File: src/rtl/core/ddo_pkg.sv
package ddo_pkg;

  // Field widths of one request and one result.
  localparam int POS_W   = 32;
  localparam int ANG_W   = 19;
  localparam int TICK_W  = 16;
  localparam int CFG_W   = 16;
  localparam int CFG_IDX_W = 2;

  typedef logic        [1:0]        op_t;
  typedef logic signed [TICK_W-1:0] tick_t;
  typedef logic        [15:0]       ms_t;
  typedef logic signed [POS_W-1:0]  pos_t;
  typedef logic signed [ANG_W-1:0]  ang_t;
  typedef logic        [CFG_W-1:0]  cfg_t;

  // Operation codes.
  localparam op_t OP_ENC    = 2'd0;
  localparam op_t OP_FIX    = 2'd1;
  localparam op_t OP_DISARM = 2'd2;
  localparam op_t OP_UNUSED = 2'd3;

  // Configuration register indexes.
  localparam logic [CFG_IDX_W-1:0] REG_WHEEL_RADIUS  = 2'd0;
  localparam logic [CFG_IDX_W-1:0] REG_WHEEL_BASE    = 2'd1;
  localparam logic [CFG_IDX_W-1:0] REG_TICKS_PER_REV = 2'd2;

  localparam cfg_t WHEEL_RADIUS_RST  = 16'd3255;
  localparam cfg_t WHEEL_BASE_RST    = 16'd13205;
  localparam cfg_t TICKS_PER_REV_RST = 16'd360;

  // Angle codes carry 16 fraction bits; pi rounds to 205887.
  localparam logic signed [20:0] PI_CODE     = 21'sd205887;
  localparam logic signed [20:0] NEG_PI_CODE = -21'sd205887;
  localparam logic signed [20:0] TWO_PI_CODE = 21'sd411774;
  localparam logic        [18:0] TWO_PI_MAG  = 19'd411774;

  // Q30 constants of the rotation unit.
  localparam logic signed [33:0] PI_Q30          = 34'sd3373259426;
  localparam logic signed [33:0] HALF_PI_Q30     = 34'sd1686629713;
  localparam logic signed [33:0] NEG_HALF_PI_Q30 = -34'sd1686629713;
  localparam logic signed [31:0] CORDIC_GAIN_Q30 = 32'sd652032874;
  localparam logic        [4:0]  CORDIC_LAST     = 5'd29;

  // Two pi with 24 fraction bits, used for straight-line distance.
  localparam logic [26:0] TWO_PI_Q24 = 27'd105414357;

  function automatic logic [29:0] atan_q30(input logic [4:0] idx);
    logic [29:0] v;
    unique case (idx)
      5'd0:  v = 30'h3243F6A8;
      5'd1:  v = 30'h1DAC6705;
      5'd2:  v = 30'h0FADBAFC;
      5'd3:  v = 30'h07F56EA6;
      5'd4:  v = 30'h03FEAB76;
      5'd5:  v = 30'h01FFD55B;
      5'd6:  v = 30'h00FFFAAA;
      5'd7:  v = 30'h007FFF55;
      5'd8:  v = 30'h003FFFEA;
      5'd9:  v = 30'h001FFFFD;
      5'd10: v = 30'h000FFFFF;
      5'd11: v = 30'h0007FFFF;
      5'd12: v = 30'h0003FFFF;
      5'd13: v = 30'h0001FFFF;
      5'd14: v = 30'h0000FFFF;
      5'd15: v = 30'h00007FFF;
      5'd16: v = 30'h00003FFF;
      5'd17: v = 30'h00001FFF;
      5'd18: v = 30'h00000FFF;
      5'd19: v = 30'h000007FF;
      5'd20: v = 30'h000003FF;
      5'd21: v = 30'h000001FF;
      5'd22: v = 30'h000000FF;
      5'd23: v = 30'h0000007F;
      5'd24: v = 30'h0000003F;
      5'd25: v = 30'h0000001F;
      5'd26: v = 30'h0000000F;
      5'd27: v = 30'h00000008;
      5'd28: v = 30'h00000004;
      5'd29: v = 30'h00000002;
      default: v = 30'h0;
    endcase
    return v;
  endfunction

  // Adds or subtracts one full turn when the angle lies outside [-pi, pi].
  function automatic logic signed [20:0] wrap_once(input logic signed [20:0] v);
    logic signed [20:0] r;
    if (v > PI_CODE) begin
      r = v - TWO_PI_CODE;
    end else if (v < NEG_PI_CODE) begin
      r = v + TWO_PI_CODE;
    end else begin
      r = v;
    end
    return r;
  endfunction

  function automatic pos_t sat_pos(input logic signed [39:0] v);
    pos_t r;
    if (v > 40'sd2147483647) begin
      r = 32'sh7FFFFFFF;
    end else if (v < -40'sd2147483648) begin
      r = 32'sh80000000;
    end else begin
      r = v[31:0];
    end
    return r;
  endfunction

endpackage

File: src/rtl/core/ddo_if.sv
interface ddo_req_if import ddo_pkg::*; ();
  logic  valid;
  logic  ready;
  op_t   operation;
  tick_t delta_left;
  tick_t delta_right;
  ms_t   interval_ms;
  pos_t  fix_x;
  pos_t  fix_y;
  ang_t  fix_theta;

  modport source (output valid, operation, delta_left, delta_right, interval_ms,
                  fix_x, fix_y, fix_theta, input ready);
  modport sink (input valid, operation, delta_left, delta_right, interval_ms,
                fix_x, fix_y, fix_theta, output ready);
endinterface

interface ddo_rsp_if import ddo_pkg::*; ();
  logic valid;
  logic ready;
  pos_t pose_x;
  pos_t pose_y;
  ang_t pose_theta;

  modport source (output valid, pose_x, pose_y, pose_theta, input ready);
  modport sink (input valid, pose_x, pose_y, pose_theta, output ready);
endinterface

File: src/rtl/core/diff_drive_odometry_update_core.sv
// Channel  | Direction | Handshake     | Carries
// req      | in        | valid / ready | operation, tick deltas, interval, pose fix
// rsp      | out       | valid / ready | pose_x, pose_y, pose_theta
// cfg      | in        | cfg_we only   | cfg_index, cfg_data (no read-back)
//
// A pose fix, a disarm, an unused code or an encoder request that is ignored
// completes in the cycle it is accepted. An encoder request that moves the
// pose runs the 60-step radix-2 divider once on a straight move and three times
// on a turn, as well as the 30-step rotation unit and the shift-add multiplier.
// Reset is synchronous, clears the pose and the armed flag and reloads the
// register defaults.
// A new request is taken while a finished pose still waits on rsp; only the
// next result waits for rsp to drain.
module diff_drive_odometry_update_core import ddo_pkg::*; (
  input  logic                 clk,
  input  logic                 rst,
  input  logic                 cfg_we,
  input  logic [CFG_IDX_W-1:0] cfg_index,
  input  cfg_t                 cfg_data,
  ddo_req_if.sink              req,
  ddo_rsp_if.source            rsp
);

  // Shared arithmetic widths. The multiplier accumulates one multiplier bit
  // per cycle; the divider retires one quotient bit per cycle.
  localparam int MUL_W = 68;
  localparam int MB_W  = 33;
  localparam int DIV_N = 60;
  localparam int DVS_W = 41;
  localparam int AMT_W = 36;
  localparam int DX_W  = 39;
  localparam logic [5:0] DIV_LAST = 6'(DIV_N - 1);
  localparam logic signed [MUL_W:0] MUL_HALF = (MUL_W + 1)'(64'sd536870912);

  // Sequencer states.
  localparam logic [4:0] ST_IDLE   = 5'd0;
  localparam logic [4:0] ST_C0_GO  = 5'd1;
  localparam logic [4:0] ST_C0_W   = 5'd2;
  localparam logic [4:0] ST_SM1_GO = 5'd3;
  localparam logic [4:0] ST_SM1_W  = 5'd4;
  localparam logic [4:0] ST_SM2_GO = 5'd5;
  localparam logic [4:0] ST_SM2_W  = 5'd6;
  localparam logic [4:0] ST_SDV_GO = 5'd7;
  localparam logic [4:0] ST_SDV_W  = 5'd8;
  localparam logic [4:0] ST_TM1_GO = 5'd9;
  localparam logic [4:0] ST_TM1_W  = 5'd10;
  localparam logic [4:0] ST_TM2_GO = 5'd11;
  localparam logic [4:0] ST_TM2_W  = 5'd12;
  localparam logic [4:0] ST_TM3_GO = 5'd13;
  localparam logic [4:0] ST_TM3_W  = 5'd14;
  localparam logic [4:0] ST_TDV_GO = 5'd15;
  localparam logic [4:0] ST_TDV_W  = 5'd16;
  localparam logic [4:0] ST_TMD_GO = 5'd17;
  localparam logic [4:0] ST_TMD_W  = 5'd18;
  localparam logic [4:0] ST_C1_GO  = 5'd19;
  localparam logic [4:0] ST_C1_W   = 5'd20;
  localparam logic [4:0] ST_RM_GO  = 5'd21;
  localparam logic [4:0] ST_RM_W   = 5'd22;
  localparam logic [4:0] ST_RDV_GO = 5'd23;
  localparam logic [4:0] ST_RDV_W  = 5'd24;
  localparam logic [4:0] ST_MX_GO  = 5'd25;
  localparam logic [4:0] ST_MX_W   = 5'd26;
  localparam logic [4:0] ST_MY_GO  = 5'd27;
  localparam logic [4:0] ST_MY_W   = 5'd28;
  localparam logic [4:0] ST_DONE   = 5'd29;

  logic [4:0] st;

  // Configuration registers.
  cfg_t wheel_radius, wheel_base, ticks_per_rev;

  always_ff @(posedge clk) begin
    if (rst) begin
      wheel_radius  <= WHEEL_RADIUS_RST;
      wheel_base    <= WHEEL_BASE_RST;
      ticks_per_rev <= TICKS_PER_REV_RST;
    end else if (cfg_we) begin
      if (cfg_index == REG_WHEEL_RADIUS) begin
        wheel_radius <= cfg_data;
      end
      if (cfg_index == REG_WHEEL_BASE) begin
        wheel_base <= cfg_data;
      end
      if (cfg_index == REG_TICKS_PER_REV) begin
        ticks_per_rev <= cfg_data;
      end
    end
  end

  // A zero wheel base or tick count is treated as one.
  cfg_t ll_eff, tt_eff;
  assign ll_eff = (wheel_base == '0) ? 16'd1 : wheel_base;
  assign tt_eff = (ticks_per_rev == '0) ? 16'd1 : ticks_per_rev;

  // Tracker state.
  logic armed;
  pos_t px, py;
  ang_t h;

  // Per-request working registers.
  logic signed [16:0] dl;
  logic signed [17:0] dd, ss;
  ang_t               nh;
  logic signed [31:0] s0, c0, s1, c1;
  logic [DIV_N-1:0]   t1;
  logic [31:0]        den;
  logic               qneg;
  logic [AMT_W-1:0]   amt_mag;
  logic               amt_neg;
  logic signed [32:0] tx, ty;
  logic signed [DX_W-1:0] dx, dy;

  // Output register. It loads when the finished pose finds it empty or
  // draining in the same cycle.
  logic ovalid;
  pos_t opx, opy;
  ang_t oth;
  logic out_load;
  assign out_load = (st == ST_DONE) && (!ovalid || rsp.ready);

  // Shift-add multiplier.
  logic [MUL_W-1:0] ma, mp;
  logic [MB_W-1:0]  mb;
  logic             mul_busy, pneg;

  // Radix-2 restoring divider; the dividend register fills with quotient bits.
  logic [DIV_N-1:0] dn;
  logic [DVS_W-1:0] drem, dvs;
  logic [5:0]       dcnt;
  logic             div_busy;

  // Rotation unit.
  logic signed [31:0] cx, cy;
  logic signed [33:0] cz;
  logic [4:0]         ci;
  logic               cflip, cor_busy;

  // Incoming deltas are negated before use.
  logic signed [16:0] dl_in, dr_in;
  logic signed [17:0] dd_in, ss_in;
  assign dl_in = -$signed({req.delta_left[15], req.delta_left});
  assign dr_in = -$signed({req.delta_right[15], req.delta_right});
  assign dd_in = {dr_in[16], dr_in} - {dl_in[16], dl_in};
  assign ss_in = {dl_in[16], dl_in} + {dr_in[16], dr_in};

  logic [16:0] dl_mag;
  logic [17:0] dd_mag, ss_mag;
  logic [32:0] tx_mag, ty_mag;
  assign dl_mag = dl[16] ? $unsigned(-dl) : $unsigned(dl);
  assign dd_mag = dd[17] ? $unsigned(-dd) : $unsigned(dd);
  assign ss_mag = ss[17] ? $unsigned(-ss) : $unsigned(ss);
  assign tx_mag = tx[32] ? $unsigned(-tx) : $unsigned(tx);
  assign ty_mag = ty[32] ? $unsigned(-ty) : $unsigned(ty);

  // Rotation unit start: reduce the angle into [-pi, pi], scale to Q30 and
  // fold into [-pi/2, pi/2], remembering to negate the results afterwards.
  ang_t               cor_ang;
  logic signed [20:0] cor_r;
  logic signed [33:0] cor_z0, cor_zl;
  logic               cor_fl;
  assign cor_ang = (st == ST_C0_GO) ? h : nh;
  assign cor_r   = wrap_once({{2{cor_ang[ANG_W-1]}}, cor_ang});
  assign cor_z0  = {cor_r[18], cor_r[18:0], 14'b0};

  always_comb begin
    if (cor_z0 > HALF_PI_Q30) begin
      cor_zl = cor_z0 - PI_Q30;
      cor_fl = 1'b1;
    end else if (cor_z0 < NEG_HALF_PI_Q30) begin
      cor_zl = cor_z0 + PI_Q30;
      cor_fl = 1'b1;
    end else begin
      cor_zl = cor_z0;
      cor_fl = 1'b0;
    end
  end

  logic signed [31:0] cor_xs, cor_ys, cor_s, cor_c;
  logic signed [33:0] cor_at;
  assign cor_xs = cx >>> ci;
  assign cor_ys = cy >>> ci;
  assign cor_at = $signed({4'b0, atan_q30(ci)});
  assign cor_s  = cflip ? -cy : cy;
  assign cor_c  = cflip ? -cx : cx;

  // Signed product rounded back from Q30 to 16 fraction bits, half up.
  logic signed [MUL_W:0] mul_sgn, mul_fix, mul_rnd;
  logic signed [DX_W-1:0] mul_res;
  assign mul_sgn = $signed({1'b0, mp});
  assign mul_fix = pneg ? -mul_sgn : mul_sgn;
  assign mul_rnd = mul_fix + MUL_HALF;
  assign mul_res = mul_rnd[MUL_W:30];

  // One divider step.
  logic [DVS_W+1:0] div_trial;
  assign div_trial = {1'b0, drem, dn[DIV_N-1]} - {2'b0, dvs};

  // Heading change: the remainder modulo a full turn takes the sign of the
  // quotient, then the sum with the old heading is wrapped once.
  logic signed [20:0] a_val, h_sum, nh_turn, h_wrap;
  assign a_val   = qneg ? -$signed({2'b0, drem[18:0]}) : $signed({2'b0, drem[18:0]});
  assign h_sum   = {{2{h[ANG_W-1]}}, h} + a_val;
  assign nh_turn = wrap_once(h_sum);
  assign h_wrap  = wrap_once({{2{h[ANG_W-1]}}, h});

  logic signed [39:0] px_sum, py_sum;
  assign px_sum = {{8{px[POS_W-1]}}, px} + {dx[DX_W-1], dx};
  assign py_sum = {{8{py[POS_W-1]}}, py} + {dy[DX_W-1], dy};

  assign req.ready      = (st == ST_IDLE);
  assign rsp.valid      = ovalid;
  assign rsp.pose_x     = opx;
  assign rsp.pose_y     = opy;
  assign rsp.pose_theta = oth;

  always_ff @(posedge clk) begin
    if (rst) begin
      st       <= ST_IDLE;
      armed    <= 1'b0;
      px       <= '0;
      py       <= '0;
      h        <= '0;
      ovalid   <= 1'b0;
      mul_busy <= 1'b0;
      div_busy <= 1'b0;
      cor_busy <= 1'b0;
    end else begin
      // Multiplier: one bit of mb per cycle.
      if (mul_busy) begin
        if (mb[0]) begin
          mp <= mp + ma;
        end
        ma <= {ma[MUL_W-2:0], 1'b0};
        mb <= {1'b0, mb[MB_W-1:1]};
        if (mb[MB_W-1:1] == '0) begin
          mul_busy <= 1'b0;
        end
      end

      // Divider: one quotient bit per cycle.
      if (div_busy) begin
        if (!div_trial[DVS_W+1]) begin
          drem <= div_trial[DVS_W-1:0];
          dn   <= {dn[DIV_N-2:0], 1'b1};
        end else begin
          drem <= {drem[DVS_W-2:0], dn[DIV_N-1]};
          dn   <= {dn[DIV_N-2:0], 1'b0};
        end
        dcnt <= dcnt - 6'd1;
        if (dcnt == '0) begin
          div_busy <= 1'b0;
        end
      end

      // Rotation unit: one micro-rotation per cycle.
      if (cor_busy) begin
        if (!cz[33]) begin
          cx <= cx - cor_ys;
          cy <= cy + cor_xs;
          cz <= cz - cor_at;
        end else begin
          cx <= cx + cor_ys;
          cy <= cy - cor_xs;
          cz <= cz + cor_at;
        end
        ci <= ci + 5'd1;
        if (ci == CORDIC_LAST) begin
          cor_busy <= 1'b0;
        end
      end

      if (out_load) begin
        ovalid <= 1'b1;
      end else if (rsp.ready) begin
        ovalid <= 1'b0;
      end

      unique case (st)
        ST_IDLE: begin
          if (req.valid) begin
            if (req.operation == OP_FIX) begin
              px    <= req.fix_x;
              py    <= req.fix_y;
              h     <= req.fix_theta;
              armed <= 1'b1;
            end else if (req.operation == OP_DISARM) begin
              armed <= 1'b0;
            end else if (req.operation == OP_ENC && armed && req.interval_ms != '0) begin
              dl <= dl_in;
              dd <= dd_in;
              ss <= ss_in;
              st <= ST_C0_GO;
            end
          end
        end
        ST_C0_GO, ST_C1_GO: begin
          cx       <= CORDIC_GAIN_Q30;
          cy       <= '0;
          cz       <= cor_zl;
          cflip    <= cor_fl;
          ci       <= '0;
          cor_busy <= 1'b1;
          st       <= (st == ST_C0_GO) ? ST_C0_W : ST_C1_W;
        end
        ST_C0_W: begin
          if (!cor_busy) begin
            s0 <= cor_s;
            c0 <= cor_c;
            st <= (dd == '0) ? ST_SM1_GO : ST_TM1_GO;
          end
        end
        // Straight move: distance = 2pi * r * dl / T, rounded.
        ST_SM1_GO: begin
          ma       <= MUL_W'(TWO_PI_Q24);
          mb       <= MB_W'(wheel_radius);
          mp       <= '0;
          mul_busy <= 1'b1;
          st       <= ST_SM1_W;
        end
        ST_SM1_W: begin
          if (!mul_busy) begin
            st <= ST_SM2_GO;
          end
        end
        ST_SM2_GO: begin
          ma       <= mp;
          mb       <= MB_W'(dl_mag);
          mp       <= '0;
          mul_busy <= 1'b1;
          st       <= ST_SM2_W;
        end
        ST_SM2_W: begin
          if (!mul_busy) begin
            st <= ST_SDV_GO;
          end
        end
        ST_SDV_GO: begin
          dn       <= mp[DIV_N-1:0] + DIV_N'({tt_eff, 23'b0});
          dvs      <= DVS_W'({tt_eff, 24'b0});
          drem     <= '0;
          dcnt     <= DIV_LAST;
          div_busy <= 1'b1;
          qneg     <= dl[16];
          st       <= ST_SDV_W;
        end
        ST_SDV_W: begin
          if (!div_busy) begin
            amt_mag <= dn[AMT_W-1:0];
            amt_neg <= qneg;
            tx      <= {c0[31], c0};
            ty      <= {s0[31], s0};
            nh      <= h_wrap[ANG_W-1:0];
            st      <= ST_MX_GO;
          end
        end
        // Turn: heading change = 2pi * r * D / (T * l), rounded.
        ST_TM1_GO: begin
          ma       <= MUL_W'(TWO_PI_MAG);
          mb       <= MB_W'(wheel_radius);
          mp       <= '0;
          mul_busy <= 1'b1;
          st       <= ST_TM1_W;
        end
        ST_TM1_W: begin
          if (!mul_busy) begin
            st <= ST_TM2_GO;
          end
        end
        ST_TM2_GO: begin
          ma       <= mp;
          mb       <= MB_W'(dd_mag);
          mp       <= '0;
          mul_busy <= 1'b1;
          st       <= ST_TM2_W;
        end
        ST_TM2_W: begin
          if (!mul_busy) begin
            st <= ST_TM3_GO;
          end
        end
        ST_TM3_GO: begin
          t1       <= mp[DIV_N-1:0];
          ma       <= MUL_W'(tt_eff);
          mb       <= MB_W'(ll_eff);
          mp       <= '0;
          mul_busy <= 1'b1;
          st       <= ST_TM3_W;
        end
        ST_TM3_W: begin
          if (!mul_busy) begin
            den <= mp[31:0];
            st  <= ST_TDV_GO;
          end
        end
        ST_TDV_GO: begin
          dn       <= t1 + DIV_N'(den[31:1]);
          dvs      <= DVS_W'(den);
          drem     <= '0;
          dcnt     <= DIV_LAST;
          div_busy <= 1'b1;
          qneg     <= dd[17];
          st       <= ST_TDV_W;
        end
        ST_TDV_W: begin
          if (!div_busy) begin
            st <= ST_TMD_GO;
          end
        end
        // The quotient is still in dn; divide it by a full turn.
        ST_TMD_GO: begin
          dvs      <= DVS_W'(TWO_PI_MAG);
          drem     <= '0;
          dcnt     <= DIV_LAST;
          div_busy <= 1'b1;
          st       <= ST_TMD_W;
        end
        ST_TMD_W: begin
          if (!div_busy) begin
            nh <= nh_turn[ANG_W-1:0];
            st <= ST_C1_GO;
          end
        end
        ST_C1_W: begin
          if (!cor_busy) begin
            s1 <= cor_s;
            c1 <= cor_c;
            st <= ST_RM_GO;
          end
        end
        // Turn radius = l * S / (2 D), rounded.
        ST_RM_GO: begin
          ma       <= MUL_W'(ll_eff);
          mb       <= MB_W'(ss_mag);
          mp       <= '0;
          mul_busy <= 1'b1;
          st       <= ST_RM_W;
        end
        ST_RM_W: begin
          if (!mul_busy) begin
            st <= ST_RDV_GO;
          end
        end
        ST_RDV_GO: begin
          dn       <= mp[DIV_N-1:0] + DIV_N'(dd_mag);
          dvs      <= DVS_W'({dd_mag, 1'b0});
          drem     <= '0;
          dcnt     <= DIV_LAST;
          div_busy <= 1'b1;
          qneg     <= ss[17] ^ dd[17];
          st       <= ST_RDV_W;
        end
        ST_RDV_W: begin
          if (!div_busy) begin
            amt_mag <= dn[AMT_W-1:0];
            amt_neg <= qneg;
            tx      <= {s1[31], s1} - {s0[31], s0};
            ty      <= {c0[31], c0} - {c1[31], c1};
            st      <= ST_MX_GO;
          end
        end
        // Position steps: amount times the trig term, back to Q16.
        ST_MX_GO: begin
          ma       <= MUL_W'(amt_mag);
          mb       <= tx_mag;
          mp       <= '0;
          pneg     <= amt_neg ^ tx[32];
          mul_busy <= 1'b1;
          st       <= ST_MX_W;
        end
        ST_MX_W: begin
          if (!mul_busy) begin
            dx <= mul_res;
            st <= ST_MY_GO;
          end
        end
        ST_MY_GO: begin
          ma       <= MUL_W'(amt_mag);
          mb       <= ty_mag;
          mp       <= '0;
          pneg     <= amt_neg ^ ty[32];
          mul_busy <= 1'b1;
          st       <= ST_MY_W;
        end
        ST_MY_W: begin
          if (!mul_busy) begin
            dy <= mul_res;
            st <= ST_DONE;
          end
        end
        ST_DONE: begin
          if (out_load) begin
            px     <= sat_pos(px_sum);
            py     <= sat_pos(py_sum);
            h      <= nh;
            opx    <= sat_pos(px_sum);
            opy    <= sat_pos(py_sum);
            oth    <= nh;
            st     <= ST_IDLE;
          end
        end
        default: begin
          st <= ST_IDLE;
        end
      endcase
    end
  end

endmodule

File: src/flat_wrapper.sv
// flat-port wrapper written by rule: the top's interface ports become plain ports
module diff_drive_odometry_update_core_flat import ddo_pkg::*;
  (clk, rst, cfg_we, cfg_index, cfg_data, req_valid, req_operation, req_delta_left, req_delta_right, req_interval_ms, req_fix_x, req_fix_y, req_fix_theta, req_ready, rsp_valid, rsp_pose_x, rsp_pose_y, rsp_pose_theta, rsp_ready);
  ddo_req_if req_i ();
  ddo_rsp_if rsp_i ();
  input  logic clk;
  input  logic rst;
  input  logic cfg_we;
  input  logic [CFG_IDX_W-1:0] cfg_index;
  input  cfg_t cfg_data;
  input wire logic [$bits(req_i.valid)-1:0] req_valid;
  input wire logic [$bits(req_i.operation)-1:0] req_operation;
  input wire logic [$bits(req_i.delta_left)-1:0] req_delta_left;
  input wire logic [$bits(req_i.delta_right)-1:0] req_delta_right;
  input wire logic [$bits(req_i.interval_ms)-1:0] req_interval_ms;
  input wire logic [$bits(req_i.fix_x)-1:0] req_fix_x;
  input wire logic [$bits(req_i.fix_y)-1:0] req_fix_y;
  input wire logic [$bits(req_i.fix_theta)-1:0] req_fix_theta;
  output wire logic [$bits(req_i.ready)-1:0] req_ready;
  output wire logic [$bits(rsp_i.valid)-1:0] rsp_valid;
  output wire logic [$bits(rsp_i.pose_x)-1:0] rsp_pose_x;
  output wire logic [$bits(rsp_i.pose_y)-1:0] rsp_pose_y;
  output wire logic [$bits(rsp_i.pose_theta)-1:0] rsp_pose_theta;
  input wire logic [$bits(rsp_i.ready)-1:0] rsp_ready;
  assign req_i.valid = req_valid;
  assign req_i.operation = req_operation;
  assign req_i.delta_left = req_delta_left;
  assign req_i.delta_right = req_delta_right;
  assign req_i.interval_ms = req_interval_ms;
  assign req_i.fix_x = req_fix_x;
  assign req_i.fix_y = req_fix_y;
  assign req_i.fix_theta = req_fix_theta;
  assign req_ready = req_i.ready;
  assign rsp_valid = rsp_i.valid;
  assign rsp_pose_x = rsp_i.pose_x;
  assign rsp_pose_y = rsp_i.pose_y;
  assign rsp_pose_theta = rsp_i.pose_theta;
  assign rsp_i.ready = rsp_ready;
  diff_drive_odometry_update_core u_core (.clk(clk), .rst(rst), .cfg_we(cfg_we), .cfg_index(cfg_index), .cfg_data(cfg_data), .req(req_i), .rsp(rsp_i));
endmodule
File: config.mk
export PLATFORM = sky130hd
export DESIGN_NAME = diff_drive_odometry_update_core_flat
export DESIGN_NICKNAME = d
export VERILOG_FILES = /design/src/rtl/core/ddo_pkg.sv /design/src/rtl/core/ddo_if.sv /design/src/rtl/core/diff_drive_odometry_update_core.sv /design/src/flat_wrapper.sv
export SDC_FILE = /design/constraint.sdc
export NUM_CORES = 2
export LEC_CHECK = 0
export BUFFER_PORTS_ARGS = -buffer_cell sky130_fd_sc_hd__buf_2
export CAP_MARGIN = 20
export CORE_ASPECT_RATIO = 1.25
export CORE_MARGIN = 4
export CORE_UTILIZATION = 65
export CTS_CLUSTER_SIZE = 24
export DETAILED_ROUTE_END_ITERATION = 16
export PLACE_DENSITY = 0.88
export SLEW_MARGIN = 20
export SYNTH_ARGS = -nofsm -noshare
export SYNTH_HDL_FRONTEND = slang
export SYNTH_SLANG_ARGS = --single-unit
File: constraint.sdc
create_clock -name clk -period 21.4 [get_ports clk]
set_clock_uncertainty 0.2 [all_clocks]
set_input_delay 5.35 -clock clk [delete_from_list [all_inputs] [get_ports clk]]
set_output_delay 5.35 -clock clk [all_outputs]
set_load 0.01 [all_outputs]
======== Word-level counts from Yosys, hierarchy flattened ========
Memory sizes are Yosys's and may differ from the RTL's. A register that Yosys moved wholly into a read port is not among the register bits.
Cells that the tools add are included.
storage, ports and cells
  register bits ........................... 1120
  ROM bits ................................ 960
  bits of input ports ..................... 156
  memories ................................ 1
memory list
  memory            depth  bits a word  read ports  clocked after Yosys merged registers in  write ports  line           text
  (name not given)  32     30           1           1                                        0            ddo_pkg.sv:50  unique case (idx)
operators by class
  add/subtract/negate cells ............... 40
  order comparisons ....................... 12
  equality and inequality tests ........... 55
  shifts and indexed selects .............. 2
  multiplexer cells ....................... 105
  bitwise gates (word level) .............. 9
  reductions and logical operators ........ 63
operators by type and width
  cell                      count
  $mux W32                  16
  $pmux W68 S6              1
  $mux W33                  7
  $pmux W33 S7              1
  $mux W19                  12
  $mux W68                  3
  $pmux W60 S3              1
  $mux W34                  5
  $pmux W41 S4              1
  $pmux W5 S28              1
  $pmux W33 S2              2
  $pmux W32 S2              2
  $mux W5                   22
  $mux W41                  2
  $add A32 B39 Y40          2
  $gt A40 B32 Y1 const B    2
  $lt A40 B32 Y1 const B    2
  $pmux W19 S2              2
  $eq A5 B5 Y1 const B      15
  $add A69 B31 Y69 const B  1
  $mux W69                  1
  $neg A68 Y69              1
  $add A68 B68 Y68          1
  $neg A33 Y33              2
  other kinds (73)          181

======== Logic depth before layout (Yosys ltp) ========
  depth after elaboration ................. 9
  gate-level depth with buffers ........... 30
  gate-level depth less buffers ........... 26

======== Worst setup path after synthesis ========
Ideal clock, no wire load.
  path kind ............................... input -> register
  from .................................... input rst
  to ...................................... register u_core.c0[0] (enable)
  data arrival time ....................... 11859 ps
  required time ........................... 20556 ps
  setup slack ............................. 8698 ps
  cell stages on the path ................. 3
  buffers on the path ..................... 2
  path through ............................ clkbuf_1 > clkbuf_1 > nor4_1
between the ends
  longest elaborated chain between the ends .. 2
RTL lines
  element                             line                                    text
  from (decl)                         flat_wrapper.sv:7                       input logic rst;
  $not A1 Y1 (no source line)         n/a
  $reduce_and A3 Y1 (no source line)  n/a
  to (signal assigned)                diff_drive_odometry_update_core.sv:308  c0 <= cor_c;
  to (decl)                           diff_drive_odometry_update_core.sv:104  logic signed [31:0] s0, c0, s1, c1;
Every way passes these cells.
A chain may end at the register's enable or synchronous reset.

======== Worst setup path after layout ========
  from .................................... input req_delta_left[2]
  to ...................................... register u_core.ss[16] (data pin)
between the ends
  longest elaborated chain between the ends .. 2
RTL lines
  element                     line                                    text
  from (decl)                 flat_wrapper.sv:13                      input wire logic [$bits(req_i.delta_left)-1:0] req_delta_left;
  $neg A16 Y17                diff_drive_odometry_update_core.sv:141  assign dl_in = -$signed({req.delta_left[15], req.delta_left});
  $add A17 B17 Y18            diff_drive_odometry_update_core.sv:144  assign ss_in = {dl_in[16], dl_in} + {dr_in[16], dr_in};
  named net u_core.ss_in[16]  diff_drive_odometry_update_core.sv:140  logic signed [17:0] dd_in, ss_in;
  to (signal assigned)        diff_drive_odometry_update_core.sv:291  ss <= ss_in;
  to (decl)                   diff_drive_odometry_update_core.sv:102  logic signed [17:0] dd, ss;
The timed path passes the listed nets, and every way through them passes these cells.

==> summary.txt <==
RUN STATUS
----------------------------------------------------------------------------------------------------
Status ................................................................................ complete, no violations

LAYOUT
----------------------------------------------------------------------------------------------------
Cell area after layout ................................................................    88700 µm²
Layout-stage area growth over the synthesis result ....................................        7.77%
Number of cells in the finished layout apart from fillers .............................        10596
Fill cell count .......................................................................         9257
Layout Nets ...........................................................................         9475
Share of cells above drive strength 1 .................................................        8.28%

SYNTHESIS
----------------------------------------------------------------------------------------------------
Synth top area share ..................................................................        35.7%
Dominant cell by count in the synthesized netlist ..................................... sky130_fd_sc_hd__nand2_1
Cell type with the largest total area after synthesis ................................. sky130_fd_sc_hd__edfxtp_1
Post-synthesis compound-gate area fraction ............................................        19.7%
Proportion of synthesized flip-flops having asynchronous set or reset .................           0%
Post-synthesis cell area ..............................................................    82300 µm²
Synth cell types ......................................................................          125
Gate Count Post-Synth .................................................................         8790
Area share of and/or/nand/nor cells after synthesis ...................................        16.2%
Fraction of the yosys area taken by sequential cells ..................................        39.8%
Main combinational cell family by area after synthesis ................................ compound AO/OA/AOI/OAI gates
Number of register bits inferred by synthesis .........................................         1148
Ys flop type .......................................................................... sky130_fd_sc_hd__edfxtp_1
Multiplexer area fraction after synthesis .............................................        2.95%
Cell types occupying the most area after synthesis .................................... sky130_fd_sc_hd__edfxtp_1 36%, sky130_fd_sc_hd__ha_1 7.7%, sky130_fd_sc_hd__xnor2_1 5.7%, sky130_fd_sc_hd__nand2_1 4.7%, sky130_fd_sc_hd__dfxtp_1 4.2%
Post-synth net total ..................................................................         9465
Adder-cell share of the synthesized area ..............................................        8.07%
Most frequent cells after synthesis ................................................... 1036 x sky130_fd_sc_hd__nand2_1, 977 x sky130_fd_sc_hd__edfxtp_1, 703 x sky130_fd_sc_hd__nor2_1, 625 x sky130_fd_sc_hd__a21oi_1, 572 x sky130_fd_sc_hd__o21ai_0
Count of flip-flops with a built-in enable after synthesis ............................          977
Count of yosys warnings during synthesis ..............................................            0
Synthesized area divided by synthesized cell count ....................................     9.36 µm²
Post-synthesis xor/xnor area fraction .................................................        9.47%

GLOBAL ROUTING
----------------------------------------------------------------------------------------------------
Met1 GRT Util .........................................................................        42.5%
GR peak layer .........................................................................         met2
Wire length of the first global-routing pass ..........................................       389 mm
Initial antenna violation count .......................................................            5
Gr ovfl total .........................................................................            0
Largest net degree at the start of global routing .....................................           94
Met3 Track Usage GR ...................................................................        6.14%
Number of global-route vias before repair .............................................        71581
Overall global routing resource usage .................................................        36.9%
Met2 track demand over resource .......................................................        62.9%

WORST SETUP PATH
----------------------------------------------------------------------------------------------------
Worst Reg2Reg Path Length in Cells ....................................................           25
Category of the worst setup path launch point .........................................    input pin
Data arrival, critical path ...........................................................      9.24 ns
Critical path launch point ............................................................ req_delta_left[2]
Worst reg2reg endpoint ................................................................ u_core.cx[30]
Type of element capturing the critical path ...........................................    flip-flop
Crit path max fanout ..................................................................            9
Termination of the worst setup path ................................................... u_core.ss[16]
Highest-delay cell along the critical path ............................................ sky130_fd_sc_hd__a311oi_1
Launch instance of the worst register-to-register path ................................ u_core.ci[0]
Required arrival time at the worst endpoint ...........................................     21.67 ns
Crit path cell chain .................................................................. buf_2 -> or4_1 -> nor4_1 -> nand2b_1 -> or4_1 -> or3_1 -> xnor2_1 -> ha_1 -> inv_1 -> a311oi_1 -> o21bai_1 -> a21oi_1 -> xnor2_1
Largest stage delay on the critical path ..............................................      0.56 ns
Reg2Reg Setup Slack ...................................................................     13.24 ns
WS Path Type ..........................................................................       in2reg

STA
----------------------------------------------------------------------------------------------------
Final slew viol count .................................................................            0
Post-route setup slack ................................................................     12.42 ns
Total negative slack ..................................................................         0 ns
Final period demand of the worst path .................................................      8.98 ns
Tcrit/Tclk final ......................................................................        42.0%
Maximum frequency from static timing analysis .........................................    0.111 GHz
Worst-margin pin slew .................................................................      1.14 ns
Worst-case headroom to the max-slew limit .............................................        24.2%
Final Hold Fails ......................................................................            0
# setup viols final ...................................................................            0
RSZ-0062 raised after global routing ..................................................        false

CLOCK NETWORK
----------------------------------------------------------------------------------------------------
Worst skew pair latency ...............................................................      0.75 ns
Buffers inserted by post-CTS timing repair ............................................            0
Post-CTS sizing .......................................................................            0
Level count of the clock H-tree .......................................................            3
Number of buffers on the longest clock path ...........................................            3
Clk sink count ........................................................................         1148
Clock-pin slew reported for the worst setup and hold paths after clock tree synthesis .      0.07 ns
Total clock buffers created by CTS ....................................................          115
CTS root buf .......................................................................... sky130_fd_sc_hd__clkbuf_16
TritonCTS clock tree ..................................................................         done
Cts-stage hold buffer count ...........................................................            0

PLACE
----------------------------------------------------------------------------------------------------
Weighted congestion reported at the end of routability-driven placement ...............         1.02
Dpl ws ................................................................................     11.65 ns
Cell total after placement ............................................................        10371
HPWL after detailed placement .........................................................       183 mm
Input/output buffers ..................................................................          240
Cell Area, Placed .....................................................................    84700 µm²

POWER AND IR DROP
----------------------------------------------------------------------------------------------------
Lkg Pwr ...............................................................................    0.0341 µW
Max rail drop VDD .....................................................................      71.0 µV
Ratio of total power to cell area .....................................................  54.0 nW/µm²

DRT
----------------------------------------------------------------------------------------------------
DRC marker count from the first detailed-route iteration ..............................         8163
Number of remaining DRC errors ........................................................            0
TritonRoute pass-1 iters ..............................................................           12
WL per Instance .......................................................................      23.8 µm
Final antenna-violating net count .....................................................            0
Final routed wirelength across all metal layers .......................................       252 mm
Routed vias/inst ......................................................................         6.82
Routed vias ...........................................................................        72215

RUN
----------------------------------------------------------------------------------------------------
Number of max-cap violations ..........................................................            0

FLOORPLANNING
----------------------------------------------------------------------------------------------------
Number of cell rows ...................................................................          145
Starting density of the core ..........................................................        65.6%
Placeable core region .................................................................   125000 µm²
Die width .............................................................................       326 µm
Die ar. ...............................................................................   132000 µm²
Chip height ...........................................................................       406 µm
Number of primary I/O pins ............................................................          241

WORST HOLD PATH
----------------------------------------------------------------------------------------------------
Worst min path class ..................................................................      reg2reg

[per-layer routing]
layer  vias up  wire length, µm
li1      32519                -
met1     34106            88200
met2      4421           120000
met3      1165            23700
met4         4            20100
met5         -               26
[power breakdown]
group / internal, µW / leakage (µW) / total [µW] / switching [µW]
Combinational: 98.9 / 0.0220 / 252 / 153
Clock: 1180 / 0.00186 / 2110 / 921
Sequential: 2410 / 0.0102 / 2430 / 20.3
Total: 3700 / 0.0341 / 4790 / 1090
[placed cells by master, fill, tap and decap left out, drive strengths merged, types with 35 or more instances in the layout]
cell type,count
mux2i,65
ha,504
and2,71
or3,88
clkinv,44
nand3b,40
clkbuf,144
o31ai,99
nor3,161
buf,330
a22oi,46
a22o,50
o21bai,66
o211ai,35
a221oi,105
o22ai,44
nand3,163
mux4,68
xnor2,540
nor4,85
a21o,191
edfxtp,977
nand2,1038
xor2,344
nor2,707
a31oi,96
o21ai,596
nand4,66
dfxtp,171
o21a,79
a222oi,64
a211oi,70
nor2b,96
nand2b,112
or4,42
and3,69
a21oi,627
inv,363
[how the worst min path moves through the flow]
stage | from | to | slack [ns] | depth (start not counted)
6_report | u_core.dn[19] | u_core.amt_mag[19] | 0.25 | 0
5_1_grt | u_core.dn[28] | u_core.amt_mag[28] | 0.26 | 0
4_1_cts | u_core.dn[0] | u_core.amt_mag[0] | 0.25 | 0
3_5_place_dp | u_core.dn[29] | u_core.amt_mag[29] | 0.24 | 0
3_3_place_gp | u_core.dn[9] | u_core.amt_mag[9] | 0.23 | 0
2_1_floorplan | u_core.nh[9] | u_core.rsp.pose_theta[9] | 0.22 | 0
[flip-flops by register name (all words and copies together) (netlist names), 36 cells and up]
register	cells
u_core.dvs	40
u_core.drem	41
u_core.dy	39
u_core.mp	68
u_core.amt_mag	36
u_core.dx	39
u_core.t1	60
u_core.dn	60
u_core.ma	68
[critical path: cells and delay by family]
family / cells / cell delay (ns)
adder cells (fa/ha/maj): 1 / 0.50
XOR/XNOR: 2 / 0.24
AO/OA/AOI/OAI: 3 / 0.87
buffers and inverters: 2 / 0.25
AND/OR/NAND/NOR: 5 / 2.03
[cell families (layout without fill, tap and decap cells)]
logic type,Yosys count,after routing
AOI/OAI and AO/OA,2457,2457
muxes,153,153
adders and majority gates,522,522
buffers and inverters,797,906
xor gates and xnor gates,884,884
DFF,1148,1148
and+or+nand+nor,2829,2829
other,0,7
[final cells by class]
type	instances	area (µm²)	area share (%)
Clock inverter	72	738	0.833
Clock buffer	144	3130	3.53
Antenna cell	7	17.5	0.0198
Timing Repair Buffer	330	1910	2.16
Multi-Input combinational cell	6845	46600	52.6
Inverter	360	1350	1.53
Tap cell	1690	2110	2.38
Sequential cell	1148	32800	36.9
[per-stage QoR]
step	total power (µW)	util (%)	hold slack, ns
6_report	4790	70.7	0.252
5_1_grt	4910	70.7	0.258
4_1_cts	4790	70.7	0.250
3_5_place_dp	2720	67.6	0.237
3_3_place_gp	2720	67.6	0.233
2_1_floorplan	2640	-	0.221
(Power assumes the default switching activity.)
